<file path="config.mk">
export PLATFORM = sky130hd
export DESIGN_NAME = kwm_front_flat
export DESIGN_NICKNAME = d
export VERILOG_FILES = /design/src/sv/kwm_pkg.sv /design/src/sv/kwm_in_if.sv /design/src/sv/kwm_front.sv /design/src/flat_wrapper.sv
export SDC_FILE = /design/constraint.sdc
export NUM_CORES = 1
export LEC_CHECK = 0
export ABC_CLOCK_PERIOD_IN_PS = 6300
export BUFFER_PORTS_ARGS = -buffer_cell sky130_fd_sc_hd__buf_2
export CAP_MARGIN = 20
export CORE_ASPECT_RATIO = 1.2
export CORE_MARGIN = 2
export CORE_UTILIZATION = 25
export CTS_CLUSTER_DIAMETER = 50
export DETAILED_ROUTE_END_ITERATION = 10
export PLACE_DENSITY_LB_ADDON = 0.1
export SLEW_MARGIN = 25
export SYNTH_ARGS = -nofsm -noshare
export SYNTH_HDL_FRONTEND = slang
export SYNTH_SLANG_ARGS = --single-unit
export TNS_END_PERCENT = 20
</file>
<file path="constraint.sdc">
create_clock -name clk -period 6.3 [get_ports clk]
set_input_delay 0.63 -clock clk [delete_from_list [all_inputs] [get_ports clk]]
set_output_delay 0.63 -clock clk [all_outputs]
set_load 0.01 [all_outputs]
</file>
<file path="src/sv/kwm_pkg.sv">
// shared types and codes for the k-way sorted run merge block
// no dependencies
package kwm_pkg;

  localparam int NUM_RUNS_DEFAULT  = 8;
  localparam int RUN_DEPTH_DEFAULT = 256;
  localparam int KEY_BITS_DEFAULT  = 32;

  typedef enum logic [1:0] {
    FUNC_PUSH  = 2'd0,
    FUNC_POP   = 2'd1,
    FUNC_CLEAR = 2'd2,
    FUNC_NOP   = 2'd3
  } func_t;

  typedef enum logic [1:0] {
    STATUS_OK    = 2'd0,
    STATUS_FULL  = 2'd1,
    STATUS_EMPTY = 2'd2,
    STATUS_RSVD  = 2'd3
  } status_t;

  typedef struct packed {
    logic [1:0]  func;
    logic [2:0]  run_index;
    logic [31:0] sort_key;
    logic [31:0] entity_id;
  } in_item_t;

  typedef struct packed {
    logic [1:0]  status;
    logic [31:0] out_key;
    logic [31:0] out_entity;
    logic [2:0]  out_run;
  } out_item_t;

  typedef struct packed {
    func_t       op;
    logic        drop;
    logic [2:0]  run_index;
    logic [31:0] sort_key;
    logic [31:0] entity_id;
  } cmd_t;

endpackage

</file>
<file path="src/sv/kwm_in_if.sv">
// input channel of the merge block
// depends on kwm_pkg
interface kwm_in_if;
  logic             valid;
  logic             ready;
  kwm_pkg::in_item_t item;
  modport source (output valid, output item, input ready);
  modport sink   (input valid, input item, output ready);
endinterface

</file>
<file path="src/sv/kwm_front.sv">
// front end: accepts input transactions, classifies them, two-entry queue
// depends on kwm_pkg, kwm_in_if
module kwm_front #(
  parameter int NUM_RUNS = kwm_pkg::NUM_RUNS_DEFAULT
) (
  input  logic         clk,
  input  logic         rst,
  kwm_in_if.sink       in_ch,
  output logic         cmd_valid,
  output kwm_pkg::cmd_t cmd,
  input  logic         cmd_ready
);
  import kwm_pkg::*;

  cmd_t       q [2];
  logic       wr_ptr;
  logic       rd_ptr;
  logic [1:0] cnt;
  cmd_t       classified;
  logic       push;
  logic       pop;

  always_comb begin
    classified.op        = func_t'(in_ch.item.func);
    classified.drop      = (int'(in_ch.item.run_index) >= NUM_RUNS);
    classified.run_index = in_ch.item.run_index;
    classified.sort_key  = in_ch.item.sort_key;
    classified.entity_id = in_ch.item.entity_id;
  end

  assign in_ch.ready = (cnt != 2'd2);
  assign cmd_valid   = (cnt != 2'd0);
  assign cmd         = q[rd_ptr];
  assign push        = in_ch.valid && in_ch.ready;
  assign pop         = cmd_valid && cmd_ready;

  always_ff @(posedge clk) begin
    if (push) begin
      q[wr_ptr] <= classified;
    end
    if (rst) begin
      wr_ptr <= 1'b0;
      rd_ptr <= 1'b0;
      cnt    <= 2'd0;
    end else begin
      if (push) wr_ptr <= ~wr_ptr;
      if (pop)  rd_ptr <= ~rd_ptr;
      cnt <= cnt + {1'b0, push} - {1'b0, pop};
    end
  end
endmodule

</file>
<file path="src/flat_wrapper.sv">
// flat-port wrapper written by rule: the top's interface ports become plain ports
module kwm_front_flat import kwm_pkg::*;
#(
  parameter int NUM_RUNS = kwm_pkg::NUM_RUNS_DEFAULT
)
  (clk, rst, cmd_valid, cmd, cmd_ready, in_ch_valid, in_ch_item, in_ch_ready);
  kwm_in_if in_ch_i ();
  input  logic clk;
  input  logic rst;
  output logic cmd_valid;
  output kwm_pkg::cmd_t cmd;
  input  logic cmd_ready;
  input wire logic [$bits(in_ch_i.valid)-1:0] in_ch_valid;
  input wire logic [$bits(in_ch_i.item)-1:0] in_ch_item;
  output wire logic [$bits(in_ch_i.ready)-1:0] in_ch_ready;
  assign in_ch_i.valid = in_ch_valid;
  assign in_ch_i.item = in_ch_item;
  assign in_ch_ready = in_ch_i.ready;
  kwm_front #(.NUM_RUNS(NUM_RUNS)) u_core (.clk(clk), .rst(rst), .in_ch(in_ch_i), .cmd_valid(cmd_valid), .cmd(cmd), .cmd_ready(cmd_ready));
endmodule
</file>
-- Yosys cells after proc, flatten, opt, wreduce, memory -nomap -nowiden
Memories as Yosys holds them, arrays and structs flattened. A register that Yosys moved wholly into a read port is not among the register bits.
Index checks and enable logic that the tools add are counted.
- register bits: 4
- bits in writable memories: 138
- input bits: 73
- output and inout port bits: 72
- memories: 1
- $add $sub $neg: 2
- eq/ne operators: 1
- muxes and demuxes: 4
- bitwise logic cells: 2
- reduce and logical (&&, ||, !) cells: 3
- memory list (name ; depth ; width ; read ports ; clocked after Yosys merged registers in ; write ports ; line ; source):
    u_core.q ; 2 ; 69 ; 1 ; 1 ; 1 ; kwm_front.sv:15 ; cmd_t q [2];
- operator list (kind ; number):
    two-way mux 1 bit ; 4
    adder 2 x 1 -> 2 bit ; 1
    logical AND 1 bit ; 2
    != test 2 bit (second input constant) ; 1
    inverter 1 bit ; 2
    nonzero test 2 bit ; 1
    subtractor 2 x 1 -> 2 bit ; 1

-- Logic depth before layout (Yosys ltp)
- word-level depth: 4
- gate-level depth with buffers: 7
- mapped depth without buffers: 7

-- Least setup slack after synthesis
Ideal clock, no wire load.
- path type: input -> register
- start point: in in_ch_valid
- end point: mem u_core.q[0][0] (netlist name) (enable)
- arrival: 3.854 ns
- data required time: 5.795 ns
- path slack: 1.941 ns
- stages on the path: 2
- path buffers: 0
- path through: and2_1 -> nor2b_1
- word-level cells in the longest chain between the ends: 3
- RTL lines (element ; line ; source):
    start: declaration ; flat_wrapper.sv:13 ; input wire logic [$bits(in_ch_i.valid)-1:0] in_ch_valid;
    logical AND 1 bit ; kwm_front.sv:34 ; assign push = in_ch.valid && in_ch.ready;
    two-way mux 1 bit ; kwm_front.sv:38 ; if (push) begin
    two-way mux 1 bit (not written as such) ; kwm_front.sv:39 ; q[wr_ptr] <= classified;
    end: declaration ; kwm_front.sv:15 ;
Every way passes these cells.

==> key figures <==
Status
  • Status: finished, final reports clean

GRT
  • Gr ovfl total: 0
  • Wire length of the first global-routing pass: 16.1 mm
  • Antenna violations before repair: 3
  • Global routing usage summed across all routing layers: 10.1%
  • Pin count of the biggest net entering global routing: 70
  • Vias in the first global route: 2937

Place
  • Routability Congestion: 0.687
  • Total half-perimeter wirelength after legalization and detailed placement: 6.74 mm
  • Count of input and output buffers: 143
  • Standard cell area after detailed placement: 6330 µm²
  • Cell total after placement: 651

STA
  • Number of setup violations in the final report: 0
  • Maximum achievable frequency: 389 MHz
  • Relative max-transition margin: 51.1%
  • Clk_skew: 9.32 ps
  • Period utilization: 40.8%
  • Worst-case hold slack: 396 ps
  • Actual slew at the worst max-slew pin: 733 ps
  • Tmin final: 2570 ps
  • Number of pins exceeding their max-slew limit in the final report: 0
  • Setup repair after global routing missed its margin: no
  • Sum Neg Setup Slack: 0 ps
  • Final hold violation count: 0

Logic synthesis
  • Sequential fraction of the synthesis area: 80.5%
  • Cell accounting for the most synthesized area: sky130_fd_sc_hd__edfxtp_1
  • Portion of synthesized cell area occupied by the leading cell type: 78.6%
  • Count of different cell masters after synthesis: 23
  • Mean instance size in the synthesized netlist: 21.6 µm²
  • Cell area after technology mapping: 5270 µm²
  • Top cells by area, synth: sky130_fd_sc_hd__edfxtp_1, sky130_fd_sc_hd__mux2_2, sky130_fd_sc_hd__mux2_4, sky130_fd_sc_hd__dfxtp_1, sky130_fd_sc_hd__buf_2
  • Post-Synthesis Net Count: 319
  • Register bit total from synthesis: 143
  • Gate count of the mapped netlist: 244
  • Yosys warnings: 0

Cells and area
  • Layout overhead on the synthesized area: 31.5%
  • Post-route non-filler standard cell count: 683
  • Total non-filler cell area in the finished layout: 6930 µm²
  • Final core utilization: 33.3%
  • Antenna cell count: 0
  • Fraction of layout cells with a size suffix above 1: 60.0%
  • Nets@finish: 475

Min path
  • Cell count of the worst hold path: 1
  • HP Class: input pin to register
  • Worst-case hold path end point: u_core.q[1][51]
  • Hold path start: in_ch_item[51]

Route
  • Vias: 2713
  • Remaining routing DRC violations: 0
  • Post-DR vias/cell: 3.97
  • First-iteration detailed-routing DRC count: 101
  • Routed Antenna Nets: 0
  • DRT Pass-1 Iters: 4
  • Detail-routed net length per standard cell: 15.7 µm
  • Total Routed Length: 10.7 mm

Floorplan
  • Total Die Area: 22300 µm²
  • Core area: 20800 µm²
  • Vertical extent of the die: 163 µm
  • Rows: 58
  • Die width: 137 µm
  • Initial cell density of the core: 25.3%
  • Ports placed on the boundary: 145

Power
  • Largest voltage drop on the vdd net: 0.173 mV
  • Internal Dissipation: 2150 µW
  • Sequential share of power: 43.4%
  • Sw frac: 26.6%
  • Comb pwr share: 22.2%
  • Reported net switching power: 779 µW
  • Part of the total power dissipated in the clock network: 34.5%
  • Pwr Density: 423 nW/µm²
  • Leakage: 0.00257 µW

Clock network
  • H-Tree Level Count: 4
  • TritonCTS Buffers: 17
  • Clock latency of the later-clocked register in the worst-skew pair: 420 ps
  • Clock root buffer master: sky130_fd_sc_hd__clkbuf_16
  • CTS hold repair buffers: 0
  • Post-CTS setup buffer count: 0
  • Clock transition at path regs: 60 ps
  • Number of buffers on the longest clock path: 2
  • Sink count of the clock tree: 143
  • Count of instances resized after the clock tree is built: 0
  • CTS tree: built

Worst setup path
  • R2r startpoint: u_core.cnt[0]
  • Arr. time, crit path: 1940 ps
  • Max Fanout on Critical Path: 39
  • Classification of the worst setup path: register to output pin
  • Worst setup slack for register-to-register paths: 4400 ps
  • Required time reported for the critical path endpoint: 5670 ps
  • Element type at the critical path start: register
  • Cells on worst reg2reg path: 4
  • Endpoint type of the worst setup path: output pin
  • R2R Path End: u_core.q[0][18]

Job
  • Reported max-cap violation count: 0
==> state kept, by name, indices dropped and copies added, names as in the netlist, named ones only <==
name	flops
u_core.rd_ptr	1
u_core.wr_ptr	1
u_core.cnt	2
u_core.q	138
==> stage by stage <==
step	setup WS, ps	total power, µW
after floorplan	1940	1700
after CTS	3650	3000
after global routing	3600	3090
after global placement	3950	1950
final	3730	2930
after detailed placement	4000	1970
==> critical path, stage by stage (launching register included) <==
cell and delay, ps:
sky130_fd_sc_hd__dfxtp_4 670, sky130_fd_sc_hd__buf_16 300, sky130_fd_sc_hd__mux2_2 380, sky130_fd_sc_hd__buf_2 140
==> area by class of cell <==
class	instances	area, µm²
multi-input cells	90	961
fillers	2059	13900
inverters	2	7.51
well taps	270	338
repair buffers	146	782
clock inverters	14	164
clock buffers	18	429
flip-flops and latches	143	4250
==> kinds of logic after synthesis <==
group / after synthesis / synth area share, %
compound gates: 2 / 0.237
xor+xnor: 2 / 0.332
fa+ha+maj: 2 / 0.475
buf+inv: 11 / 1.47
flops: 143 / 80.5
mux: 69 / 15.5
other cells: 1 / 0.0712
simple gates: 14 / 1.42
==> cells in the final DEF (no fill, tap or decap), types with 3 or more instances in the layout <==
| master | count |
|---|---|
| sky130_fd_sc_hd__buf_2 | 143 |
| sky130_fd_sc_hd__bufinv_16 | 3 |
| sky130_fd_sc_hd__clkbuf_16 | 17 |
| sky130_fd_sc_hd__clkinv_2 | 3 |
| sky130_fd_sc_hd__clkinv_4 | 3 |
| sky130_fd_sc_hd__dfxtp_1 | 4 |
| sky130_fd_sc_hd__edfxtp_1 | 138 |
| sky130_fd_sc_hd__mux2_2 | 59 |
| sky130_fd_sc_hd__mux2_4 | 10 |
| sky130_fd_sc_hd__nor2_1 | 4 |
==> routing by layer <==
metal	part of all wire, %	vias to the layer above	track usage, %
met1	39	1323	10.9
met3	7.5	20	4.62
met5	0.43	-	0
met2	52	88	16.8
met4	1.7	6	5.11
li1	-	1276	-
==> synth_stat cells <==
cell                         n
sky130_fd_sc_hd__inv_1       2
sky130_fd_sc_hd__or2_2       1
sky130_fd_sc_hd__and2_1      2
sky130_fd_sc_hd__ha_1        2
sky130_fd_sc_hd__nand2b_1    2
sky130_fd_sc_hd__xnor2_1     1
sky130_fd_sc_hd__xor2_1      1
sky130_fd_sc_hd__mux2_4     10
sky130_fd_sc_hd__conb_1      1
sky130_fd_sc_hd__buf_4       1
sky130_fd_sc_hd__edfxtp_1  138
sky130_fd_sc_hd__nor2b_1     2
sky130_fd_sc_hd__and3_1      1
sky130_fd_sc_hd__o21ai_0     1
sky130_fd_sc_hd__mux2_2     59
sky130_fd_sc_hd__buf_2       5
sky130_fd_sc_hd__dfxtp_1     5
sky130_fd_sc_hd__buf_6       2
sky130_fd_sc_hd__nor2_1      4
sky130_fd_sc_hd__buf_8       1
sky130_fd_sc_hd__nor3_1      1
sky130_fd_sc_hd__o21a_1      1
sky130_fd_sc_hd__nand3_1     1
==> worst max-delay path by stage <==
stage | depth (start not counted) | end | start
final | 3 | cmd[35] | register
after global routing | 3 | cmd[34] | register
after global placement | 2 | cmd[13] | register
after detailed placement | 4 | u_core.q[0][30] | in_ch_valid
after floorplan | 2 | u_core.q[0][0] | in_ch_valid
after CTS | 3 | cmd[13] | register
==> power by group through the flow <==
stage / combinational [µW] / clock [µW] / sequential [µW]
2_1_floorplan: 443 / 0 / 1260
3_3_place_gp: 612 / 0 / 1330
3_5_place_dp: 671 / 0 / 1300
4_1_cts: 674 / 1050 / 1280
5_1_grt: 711 / 1090 / 1290
6_report: 650 / 1010 / 1270
(Power assumes the default switching activity.)
